[config.mk]
export PLATFORM = sky130hd
export DESIGN_NAME = tex_catcode_tokenizer_unit_flat
export DESIGN_NICKNAME = d
export VERILOG_FILES = /design/src/tctok_pkg.sv /design/src/tctok_byte_if.sv /design/src/tctok_token_if.sv /design/src/tctok_fifo.sv /design/src/tex_catcode_tokenizer_unit.sv /design/src/flat_wrapper.sv
export SDC_FILE = /design/constraint.sdc
export NUM_CORES = 1
export LEC_CHECK = 0
export BUFFER_PORTS_ARGS = -buffer_cell sky130_fd_sc_hd__buf_2
export CAP_MARGIN = 10
export CORE_MARGIN = 2
export CORE_UTILIZATION = 40
export CTS_BUF_LIST = sky130_fd_sc_hd__clkbuf_4
export CTS_CLUSTER_DIAMETER = 100
export DETAILED_ROUTE_END_ITERATION = 16
export PLACE_DENSITY = 0.58
export SLEW_MARGIN = 15
export SYNTH_ARGS = -nofsm -noshare
export SYNTH_HDL_FRONTEND = slang
export SYNTH_HIERARCHICAL = 1
export SYNTH_SLANG_ARGS = --single-unit
export TNS_END_PERCENT = 20
[constraint.sdc]
create_clock -name i_clk -period 13.7 [get_ports i_clk]
set_clock_uncertainty 0.05 [all_clocks]
set_input_delay 1.37 -clock i_clk [delete_from_list [all_inputs] [get_ports i_clk]]
set_output_delay 1.37 -clock i_clk [all_outputs]
set_load 0.02 [all_outputs]
[src/tctok_pkg.sv]
// ----------------------------------------------------------------------------
// tctok_pkg
// Shared constants, category codes and the byte classifier of the lexer.
// ----------------------------------------------------------------------------
package tctok_pkg;

    localparam int POS_BITS_DEF = 24;
    localparam int CNT_BITS     = 25;
    localparam int KIND_BITS    = 4;
    localparam int BYTE_BITS    = 8;
    localparam int FIFO_DEPTH   = 4;

    localparam logic [CNT_BITS-1:0] CAP_RESET = CNT_BITS'(1) << 24;
    localparam logic [CNT_BITS-1:0] CNT_MAX   = '1;

    localparam logic [KIND_BITS-1:0] CAT_ESCAPE  = 4'd0;
    localparam logic [KIND_BITS-1:0] CAT_BGROUP  = 4'd1;
    localparam logic [KIND_BITS-1:0] CAT_EGROUP  = 4'd2;
    localparam logic [KIND_BITS-1:0] CAT_MATH    = 4'd3;
    localparam logic [KIND_BITS-1:0] CAT_ALIGN   = 4'd4;
    localparam logic [KIND_BITS-1:0] CAT_EOL     = 4'd5;
    localparam logic [KIND_BITS-1:0] CAT_PARAM   = 4'd6;
    localparam logic [KIND_BITS-1:0] CAT_SUPER   = 4'd7;
    localparam logic [KIND_BITS-1:0] CAT_SUB     = 4'd8;
    localparam logic [KIND_BITS-1:0] CAT_IGNORED = 4'd9;
    localparam logic [KIND_BITS-1:0] CAT_SPACE   = 4'd10;
    localparam logic [KIND_BITS-1:0] CAT_LETTER  = 4'd11;
    localparam logic [KIND_BITS-1:0] CAT_OTHER   = 4'd12;
    localparam logic [KIND_BITS-1:0] CAT_ACTIVE  = 4'd13;
    localparam logic [KIND_BITS-1:0] CAT_COMMENT = 4'd14;
    localparam logic [KIND_BITS-1:0] CAT_INVALID = 4'd15;

    localparam logic [BYTE_BITS-1:0] CH_NUL    = 8'h00;
    localparam logic [BYTE_BITS-1:0] CH_TAB    = 8'h09;
    localparam logic [BYTE_BITS-1:0] CH_LF     = 8'h0A;
    localparam logic [BYTE_BITS-1:0] CH_CR     = 8'h0D;
    localparam logic [BYTE_BITS-1:0] CH_SPACE  = 8'h20;
    localparam logic [BYTE_BITS-1:0] CH_HASH   = 8'h23;
    localparam logic [BYTE_BITS-1:0] CH_DOLLAR = 8'h24;
    localparam logic [BYTE_BITS-1:0] CH_PCT    = 8'h25;
    localparam logic [BYTE_BITS-1:0] CH_AMP    = 8'h26;
    localparam logic [BYTE_BITS-1:0] CH_UP_A   = 8'h41;
    localparam logic [BYTE_BITS-1:0] CH_UP_Z   = 8'h5A;
    localparam logic [BYTE_BITS-1:0] CH_BSLASH = 8'h5C;
    localparam logic [BYTE_BITS-1:0] CH_CARET  = 8'h5E;
    localparam logic [BYTE_BITS-1:0] CH_USCORE = 8'h5F;
    localparam logic [BYTE_BITS-1:0] CH_LO_A   = 8'h61;
    localparam logic [BYTE_BITS-1:0] CH_LO_Z   = 8'h7A;
    localparam logic [BYTE_BITS-1:0] CH_LBRACE = 8'h7B;
    localparam logic [BYTE_BITS-1:0] CH_RBRACE = 8'h7D;
    localparam logic [BYTE_BITS-1:0] CH_TILDE  = 8'h7E;
    localparam logic [BYTE_BITS-1:0] CH_DEL    = 8'h7F;

    function automatic logic [KIND_BITS-1:0] classify(input logic [BYTE_BITS-1:0] b);
        logic [KIND_BITS-1:0] c;
        priority if (b == CH_BSLASH)                    c = CAT_ESCAPE;
        else if (b == CH_LBRACE)                        c = CAT_BGROUP;
        else if (b == CH_RBRACE)                        c = CAT_EGROUP;
        else if (b == CH_DOLLAR)                        c = CAT_MATH;
        else if (b == CH_AMP)                           c = CAT_ALIGN;
        else if (b == CH_LF || b == CH_CR)              c = CAT_EOL;
        else if (b == CH_HASH)                          c = CAT_PARAM;
        else if (b == CH_CARET)                         c = CAT_SUPER;
        else if (b == CH_USCORE)                        c = CAT_SUB;
        else if (b == CH_NUL)                           c = CAT_IGNORED;
        else if (b == CH_SPACE || b == CH_TAB)          c = CAT_SPACE;
        else if ((b >= CH_LO_A && b <= CH_LO_Z) ||
                 (b >= CH_UP_A && b <= CH_UP_Z))        c = CAT_LETTER;
        else if (b == CH_TILDE)                         c = CAT_ACTIVE;
        else if (b == CH_PCT)                           c = CAT_COMMENT;
        else if (b == CH_DEL)                           c = CAT_INVALID;
        else                                            c = CAT_OTHER;
        return c;
    endfunction

endpackage

[src/tctok_byte_if.sv]
// ----------------------------------------------------------------------------
// tctok_byte_if
// Valid/ready channel carrying one document byte per transaction.
// ----------------------------------------------------------------------------
interface tctok_byte_if;
    logic       valid;
    logic       ready;
    logic [7:0] byte_value;
    logic       end_of_input;

    modport source (output valid, output byte_value, output end_of_input, input ready);
    modport sink   (input valid, input byte_value, input end_of_input, output ready);
endinterface

[src/tctok_token_if.sv]
// ----------------------------------------------------------------------------
// tctok_token_if
// Valid/ready channel carrying one lexer token per transaction.
// ----------------------------------------------------------------------------
interface tctok_token_if #(
    parameter int POS_BITS = 24
);
    logic                valid;
    logic                ready;
    logic [3:0]          token_kind;
    logic [7:0]          char_code;
    logic [POS_BITS-1:0] start_offset;
    logic [POS_BITS-1:0] end_offset;
    logic [POS_BITS-1:0] line_number;
    logic [POS_BITS-1:0] column_number;
    logic                run_end;

    modport source (
        output valid, output token_kind, output char_code, output start_offset,
        output end_offset, output line_number, output column_number, output run_end,
        input  ready
    );
    modport sink (
        input  valid, input token_kind, input char_code, input start_offset,
        input  end_offset, input line_number, input column_number, input run_end,
        output ready
    );
endinterface

[src/tctok_fifo.sv]
// ----------------------------------------------------------------------------
// tctok_fifo
// Small token queue: up to two entries written per cycle, one read per cycle.
// ----------------------------------------------------------------------------
module tctok_fifo #(
    parameter int WIDTH = 8,
    parameter int DEPTH = 4
) (
    input  logic                       i_clk,
    input  logic                       i_rst_n,
    input  logic [1:0]                 i_wr_cnt,
    input  logic [WIDTH-1:0]           i_wr_data0,
    input  logic [WIDTH-1:0]           i_wr_data1,
    output logic                       o_room2,
    output logic                       o_valid,
    output logic [WIDTH-1:0]           o_data,
    input  logic                       i_rd
);
    localparam int AW = $clog2(DEPTH);

    logic [WIDTH-1:0] r_mem [DEPTH];
    logic [AW-1:0]    r_wr_ptr, n_wr_ptr;
    logic [AW-1:0]    r_rd_ptr, n_rd_ptr;
    logic [AW:0]      r_count,  n_count;
    logic             rd_fire;
    logic [AW-1:0]    wr_ptr1;

    assign rd_fire  = i_rd && (r_count != '0);
    assign wr_ptr1  = r_wr_ptr + AW'(1);
    assign n_wr_ptr = r_wr_ptr + AW'(i_wr_cnt);
    assign n_rd_ptr = r_rd_ptr + AW'(rd_fire);
    assign n_count  = r_count + (AW+1)'(i_wr_cnt) - (AW+1)'(rd_fire);

    assign o_room2 = r_count <= (AW+1)'(DEPTH - 2);
    assign o_valid = r_count != '0;
    assign o_data  = r_mem[r_rd_ptr];

    always_ff @(posedge i_clk) begin
        if (!i_rst_n) begin
            r_wr_ptr <= '0;
            r_rd_ptr <= '0;
            r_count  <= '0;
        end else begin
            r_wr_ptr <= n_wr_ptr;
            r_rd_ptr <= n_rd_ptr;
            r_count  <= n_count;
        end
    end

    always_ff @(posedge i_clk) begin
        if (i_wr_cnt != 2'd0) begin
            r_mem[r_wr_ptr] <= i_wr_data0;
        end
        if (i_wr_cnt == 2'd2) begin
            r_mem[wr_ptr1] <= i_wr_data1;
        end
    end
endmodule

[src/tex_catcode_tokenizer_unit.sv]
// ----------------------------------------------------------------------------
// tex_catcode_tokenizer_unit
// TeX category-code lexer: bytes in, classified tokens with positions out.
// ----------------------------------------------------------------------------
// Usage:
//   i_in carries one document byte per transaction; end_of_input marks the
//   last byte, after which all positions and counters restart for a new
//   document. o_out carries tokens. A backslash and the letters after it
//   form one control-word token of kind 0, sent when a non-letter arrives
//   or the document ends; that byte may then yield a second token.
//   run_end flags the last token caused by a byte.
//   i_cfg_wr_en/i_cfg_wr_data set the token capacity per document; tokens
//   past it are dropped. Write it only while the block is idle.
// Timing:
//   One byte accepted per cycle while i_in.ready is high. A token is
//   written into the queue as its byte is accepted. Bytes that close a
//   control word can make two tokens; the output drains one token per cycle
//   through a four-entry queue while o_out.ready is high. When o_out stalls,
//   i_in.ready drops once fewer than two queue entries are free.
// Reset:
//   Synchronous active-low reset clears position state, empties the queue
//   and sets the capacity to 2^24.
// ----------------------------------------------------------------------------
module tex_catcode_tokenizer_unit #(
    parameter int POS_BITS = tctok_pkg::POS_BITS_DEF
) (
    input  logic                           i_clk,
    input  logic                           i_rst_n,
    input  logic                           i_cfg_wr_en,
    input  logic [tctok_pkg::CNT_BITS-1:0] i_cfg_wr_data,
    tctok_byte_if.sink                     i_in,
    tctok_token_if.source                  o_out
);
    import tctok_pkg::*;

    localparam int TOK_W = KIND_BITS + BYTE_BITS + 4 * POS_BITS + 1;
    localparam logic [POS_BITS-1:0] ONE = POS_BITS'(1);

    function automatic logic [POS_BITS-1:0] sat_add(
        input logic [POS_BITS-1:0] a,
        input logic [POS_BITS-1:0] b
    );
        logic [POS_BITS:0] s;
        s = {1'b0, a} + {1'b0, b};
        return s[POS_BITS] ? '1 : s[POS_BITS-1:0];
    endfunction

    logic [CNT_BITS-1:0] r_cap;
    logic [POS_BITS-1:0] r_offset, r_line, r_col, r_wstart, r_wcol, r_wlen;
    logic                r_in_word;
    logic [CNT_BITS-1:0] r_emitted;

    logic                accept, last, letter, escape, extend;
    logic [KIND_BITS-1:0] cat;
    logic [BYTE_BITS-1:0] b;
    logic [POS_BITS-1:0] wlen_inc, wlen_eff, offset_inc;
    logic                t0, t1, w0, w1;
    logic [CNT_BITS-1:0] cnt_a, cnt_b;
    logic [TOK_W-1:0]    tok0, tok1, wr_d0, wr_d1;
    logic [1:0]          wr_cnt;
    logic                room2, q_valid;
    logic [TOK_W-1:0]    q_data;

    assign b      = i_in.byte_value;
    assign last   = i_in.end_of_input;
    assign accept = i_in.valid && i_in.ready;
    assign cat    = classify(b);
    assign letter = cat == CAT_LETTER;
    assign escape = cat == CAT_ESCAPE;
    assign extend = r_in_word && letter;

    assign wlen_inc   = sat_add(r_wlen, ONE);
    assign wlen_eff   = letter ? wlen_inc : r_wlen;
    assign offset_inc = sat_add(r_offset, ONE);

    // pending word closes; then the byte's own token (lone backslash at end too)
    assign t0 = r_in_word && (!letter || last);
    assign t1 = !extend && (!escape || last);

    assign w0    = t0 && (r_emitted < r_cap);
    assign cnt_a = (w0 && r_emitted != CNT_MAX) ? r_emitted + CNT_BITS'(1) : r_emitted;
    assign w1    = t1 && (cnt_a < r_cap);
    assign cnt_b = (w1 && cnt_a != CNT_MAX) ? cnt_a + CNT_BITS'(1) : cnt_a;

    assign tok0 = {CAT_ESCAPE, BYTE_BITS'(0), r_wstart, sat_add(r_wstart, wlen_eff),
                   r_line, r_wcol, !w1};
    assign tok1 = {escape ? CAT_ESCAPE : cat, escape ? BYTE_BITS'(0) : b, r_offset,
                   offset_inc, r_line, r_col, 1'b1};

    always_comb begin
        wr_d0  = w0 ? tok0 : tok1;
        wr_d1  = tok1;
        wr_cnt = 2'd0;
        if (accept) begin
            wr_cnt = 2'(w0) + 2'(w1);
        end
    end

    tctok_fifo #(
        .WIDTH (TOK_W),
        .DEPTH (FIFO_DEPTH)
    ) u_fifo (
        .i_clk      (i_clk),
        .i_rst_n    (i_rst_n),
        .i_wr_cnt   (wr_cnt),
        .i_wr_data0 (wr_d0),
        .i_wr_data1 (wr_d1),
        .o_room2    (room2),
        .o_valid    (q_valid),
        .o_data     (q_data),
        .i_rd       (o_out.ready)
    );

    assign i_in.ready = room2;
    assign o_out.valid = q_valid;
    assign {o_out.token_kind, o_out.char_code, o_out.start_offset, o_out.end_offset,
            o_out.line_number, o_out.column_number, o_out.run_end} = q_data;

    always_ff @(posedge i_clk) begin
        if (!i_rst_n) begin
            r_cap     <= CAP_RESET;
            r_offset  <= '0;
            r_line    <= ONE;
            r_col     <= ONE;
            r_in_word <= 1'b0;
            r_wstart  <= '0;
            r_wcol    <= ONE;
            r_wlen    <= '0;
            r_emitted <= '0;
        end else begin
            if (i_cfg_wr_en) begin
                r_cap <= i_cfg_wr_data;
            end
            if (accept) begin
                if (last) begin
                    r_offset  <= '0;
                    r_line    <= ONE;
                    r_col     <= ONE;
                    r_in_word <= 1'b0;
                    r_wstart  <= '0;
                    r_wcol    <= ONE;
                    r_wlen    <= '0;
                    r_emitted <= '0;
                end else begin
                    r_offset  <= offset_inc;
                    r_emitted <= cnt_b;
                    if (b == CH_LF) begin
                        r_line <= sat_add(r_line, ONE);
                        r_col  <= ONE;
                    end else begin
                        r_col  <= sat_add(r_col, ONE);
                    end
                    r_in_word <= extend || escape;
                    if (extend) begin
                        r_wlen <= wlen_inc;
                    end else if (escape) begin
                        r_wstart <= r_offset;
                        r_wcol   <= r_col;
                        r_wlen   <= ONE;
                    end
                end
            end
        end
    end
endmodule
[src/flat_wrapper.sv]
// flat-port wrapper written by rule: the top's interface ports become plain ports
module tex_catcode_tokenizer_unit_flat import tctok_pkg::*;
#(
    parameter int POS_BITS = tctok_pkg::POS_BITS_DEF
)
  (i_clk, i_rst_n, i_cfg_wr_en, i_cfg_wr_data, i_in_valid, i_in_byte_value, i_in_end_of_input, i_in_ready, o_out_valid, o_out_token_kind, o_out_char_code, o_out_start_offset, o_out_end_offset, o_out_line_number, o_out_column_number, o_out_run_end, o_out_ready);
  tctok_byte_if i_in_i ();
  tctok_token_if #(.POS_BITS(POS_BITS)) o_out_i ();
  input  logic i_clk;
  input  logic i_rst_n;
  input  logic i_cfg_wr_en;
  input  logic [tctok_pkg::CNT_BITS-1:0] i_cfg_wr_data;
  input wire logic [$bits(i_in_i.valid)-1:0] i_in_valid;
  input wire logic [$bits(i_in_i.byte_value)-1:0] i_in_byte_value;
  input wire logic [$bits(i_in_i.end_of_input)-1:0] i_in_end_of_input;
  output wire logic [$bits(i_in_i.ready)-1:0] i_in_ready;
  output wire logic [$bits(o_out_i.valid)-1:0] o_out_valid;
  output wire logic [$bits(o_out_i.token_kind)-1:0] o_out_token_kind;
  output wire logic [$bits(o_out_i.char_code)-1:0] o_out_char_code;
  output wire logic [$bits(o_out_i.start_offset)-1:0] o_out_start_offset;
  output wire logic [$bits(o_out_i.end_offset)-1:0] o_out_end_offset;
  output wire logic [$bits(o_out_i.line_number)-1:0] o_out_line_number;
  output wire logic [$bits(o_out_i.column_number)-1:0] o_out_column_number;
  output wire logic [$bits(o_out_i.run_end)-1:0] o_out_run_end;
  input wire logic [$bits(o_out_i.ready)-1:0] o_out_ready;
  assign i_in_i.valid = i_in_valid;
  assign i_in_i.byte_value = i_in_byte_value;
  assign i_in_i.end_of_input = i_in_end_of_input;
  assign i_in_ready = i_in_i.ready;
  assign o_out_valid = o_out_i.valid;
  assign o_out_token_kind = o_out_i.token_kind;
  assign o_out_char_code = o_out_i.char_code;
  assign o_out_start_offset = o_out_i.start_offset;
  assign o_out_end_offset = o_out_i.end_offset;
  assign o_out_line_number = o_out_i.line_number;
  assign o_out_column_number = o_out_i.column_number;
  assign o_out_run_end = o_out_i.run_end;
  assign o_out_i.ready = o_out_ready;
  tex_catcode_tokenizer_unit #(.POS_BITS(POS_BITS)) u_core (.i_clk(i_clk), .i_rst_n(i_rst_n), .i_cfg_wr_en(i_cfg_wr_en), .i_cfg_wr_data(i_cfg_wr_data), .i_in(i_in_i), .o_out(o_out_i));
endmodule
==> key figures <==
GRT
  – Pin count of the biggest net entering global routing: 93
  – Initial antenna violation count: 5
  – First-pass GRT wire length: 151,000 um
  – GR Overflow Total: 0
  – All-layer global routing usage: 21.4%
  – Vias in the first global route: 26,239

Synthesis
  – Post-synth top flop: edfxtp_1
  – Total number of yosys warnings: 6
  – Netlist cell types: 95
  – Top post-synthesis cells by area: edfxtp_1 (37%), mux2_2 (12%), dfxtp_1 (11%)
  – Area of the mapped netlist: 35,600 um^2
  – Post-synth EDFFs: 436
  – Mean post-synth cell area: 11.8 um^2
  – Post-Syn Instances: 3,019
  – Seq/Total Area, Yosys: 48.2%
  – Post-synth top area share: 36.8%
  – Synth Register Bits: 638
  – Async SR Flop Fraction: 0%
  – Yosys top cell by area: edfxtp_1

Final layout
  – Final #Nets: 3,301
  – Finished Layout Cells: 4,496
  – Register Area: 17,100 um^2
  – Share of layout cells above drive strength 1: 31.3%
  – Area occupied by multi-input gates: 17,300 um^2
  – Synthesis-to-finish area growth: 11.2%
  – Most common cell after layout, fill and taps aside: edfxtp_1
  – Fillers: 8,132
  – Most frequent cells in the layout: edfxtp_1 (436), mux2_2 (383), clkbuf_4 (287)

Critical path
  – Worst Path Required: 14.34 ns
  – CP Buf/Inv Count: 3
  – Worst path slowest cell: and4bb_4
  – Top delay family on crit path: simple AND/OR/NAND/NOR gates
  – Slowest stage delay, CP: 1.01 ns
  – Critical path cell sequence: buf_2 > or4_1 > o22ai_1 > nand2b_1 > o2111a_1 > nand2_2 > nor2_1 > nand2_1 > xnor2_1 > ha_1 > a21o_1 > a21oi_1 > o21a_1 > o21ai_0 > a2111oi_0 > o31a_1 > ha_1 > inv_1 > nor2_1 > and4bb_4 > buf_4 > mux2_2
  – CP arrival: 9.88 ns
  – Setup crit start kind: input port
  – Critical path class: in -> reg
  – CP endpoint kind: flip-flop
  – CP Max Fanout: 61

Clock tree
  – Hold Buf Count CTS: 0
  – Post-CTS setup buffers: 0
  – Clk slew on worst S/H paths: 0.06 ns
  – Clock Tree Buf Depth: 3
  – Num Clock Sinks: 638
  – Post-cts sizing count: 0
  – CTS buffer count: 174
  – Htree depth: 4
  – CTS tree: done
  – Later-pin clock latency in the skew report: 1.00 ns
  – Root Driver: clkbuf_4

Pwr
  – Comb pwr share: 21.2%
  – Clock power frac: 34.4%
  – Pwr Total: 5200 uW
  – Leak Pwr: 0.0146 uW
  – Power Density: 131 nW/um^2
  – Sw Pwr: 1600 uW
  – Sw Ratio: 30.7%
  – Int Pwr: 3600 uW
  – Max IR drop VDD: 0.0744 mV
  – Sequential share of power: 44.4%

STA
  – WHS: 0.437 ns
  – Hold Vio Cnt, Final: 0
  – Fmax: 0.108 GHz
  – Fin crit share: 67.4%
  – Setup TNS after final layout: 0 ns
  – RSZ-0062 raised after global routing: no
  – Max-slew violation count: 0
  – Slew @ Worst Pin: 1.21 ns
  – Max transition margin: 19.5%
  – Setup WS post-layout: 4.46 ns
  – # setup viols final: 0
  – Min Tclk post-route: 9.24 ns

Placement
  – HPWL after DPL: 58,900 um
  – Number of port buffers: 149
  – Pre-CTS setup slack: 3.62 ns
  – GPL Wtd Cong: 0.867
  – Placed insts: 4,167

Floorplan
  – Row count: 109
  – Core area: 88,200 um^2
  – Die height: 302 um
  – I/O Pins: 150
  – Starting density of the core: 40.3%
  – Chip width: 302 um
  – Total die area: 91,400 um^2

Routing
  – Initial DRC count: 1,791
  – Routed Antenna Nets: 0
  – Post-Route WL: 98,700 um
  – Wire length per cell: 21.9 um
  – First-pass DRT Iterations: 6
  – DRC Markers: 0
  – Via count: 25,616
  – Vias/cell: 5.70

Outcome
  – Status: complete, no violations

Job
  – Max cap viols: 0

Hold path
  – Hold/Removal Path Class: reg -> reg
-- path summary, 6_finish.rpt --
| path | startpoint | to | slack [ns] | depth (start not counted) |
|---|---|---|---|---|
| worst min-delay path | u_core/r_wcol[0] | u_core/r_wcol[0] | 0.44 | 2 |
| worst max register to register | u_core/r_emitted[1] | u_core/u_fifo/r_mem[2][49] | 4.71 | 22 |
| worst min register to register | u_core/r_wcol[0] | u_core/r_wcol[0] | 0.44 | 2 |
| worst max-delay path | i_in_byte_value[0] | u_core/u_fifo/r_mem[2][49] | 4.46 | 22 |
-- cell type report --
cell class	count	area share [%]
Sequential cell	638	43.3
Multi-Input combinational cell	2114	43.8
Antenna cell	4	0.0253
Clock inverter	38	0.537
Inverter	68	0.645
Timing Repair Buffer	182	2.58
Tap cell	1165	3.68
Clock buffer	287	5.44
-- stage by stage --
stage               instance area, um^2  utilization [%]
floorplan                         35600                -
global placement                  37200             42.2
detailed placement                37200             42.2
CTS                               39600             44.9
global route                      39600             44.9
finish                            39600             44.9
-- registers in the layout, indices dropped and copies added, names as in the netlist, 24 cells and up --
| signal | count |
|---|---|
| u_core/r_wstart | 24 |
| u_core/r_col | 24 |
| u_core/r_wcol | 24 |
| u_core/r_emitted | 25 |
| u_core/r_offset | 24 |
| u_core/r_line | 24 |
| u_core/r_wlen | 24 |
| u_core/u_fifo/r_mem | 436 |
| u_core/r_cap | 25 |
-- power by group through the flow --
stage / Clock (uW) / Combinational, uW / Sequential, uW
after floorplan: 0 / 753 / 2320
after global placement: 0 / 1120 / 2350
after detailed placement: 0 / 1120 / 2360
after CTS: 1850 / 1130 / 2320
after global routing: 1940 / 1170 / 2330
final: 1790 / 1100 / 2310
-- tightest hold or removal path: cells and delay by family, from the launching register on --
family | cells | cell delay [ns]
DFF | 1 | 0.33
AOI/OAI and AO/OA | 1 | 0.07
and+or+nand+nor | 1 | 0.06
-- synth_stat cells, drive strengths merged (8+ instances only) --
master	count
nor3	29
xor2	30
o31ai	12
clkbuf	119
inv	68
and4	12
a211oi	8
edfxtp	436
dfxtp	202
or2	12
a22oi	80
a21boi	23
nand4	33
and2	33
nor4	11
o21a	12
buf	83
and3	67
a21o	18
or3	12
nand2b	28
o21ai	138
nand2	282
mux2i	31
nor3b	13
a31oi	29
nor2	90
nor2b	138
nand3	54
xnor2	33
mux2	437
a21oi	163
ha	82
mux4	109
-- routing by layer --
layer	track usage, %	routed length (um)
met1	26.3	41300
met2	37.3	49300
met3	3.43	4970
met4	8.70	3080
met5	0	0
-- cell families after synthesis --
logic type | synth area share, %
AOI/OAI and AO/OA | 9.84
xor gates and xnor gates | 1.70
and+or+nand+nor | 12.2
buffers and inverters | 3.44
other | 0.0105
muxes | 21.7
adders and majority gates | 3.00
DFF | 48.2
Power figures use the tool's default switching activity.
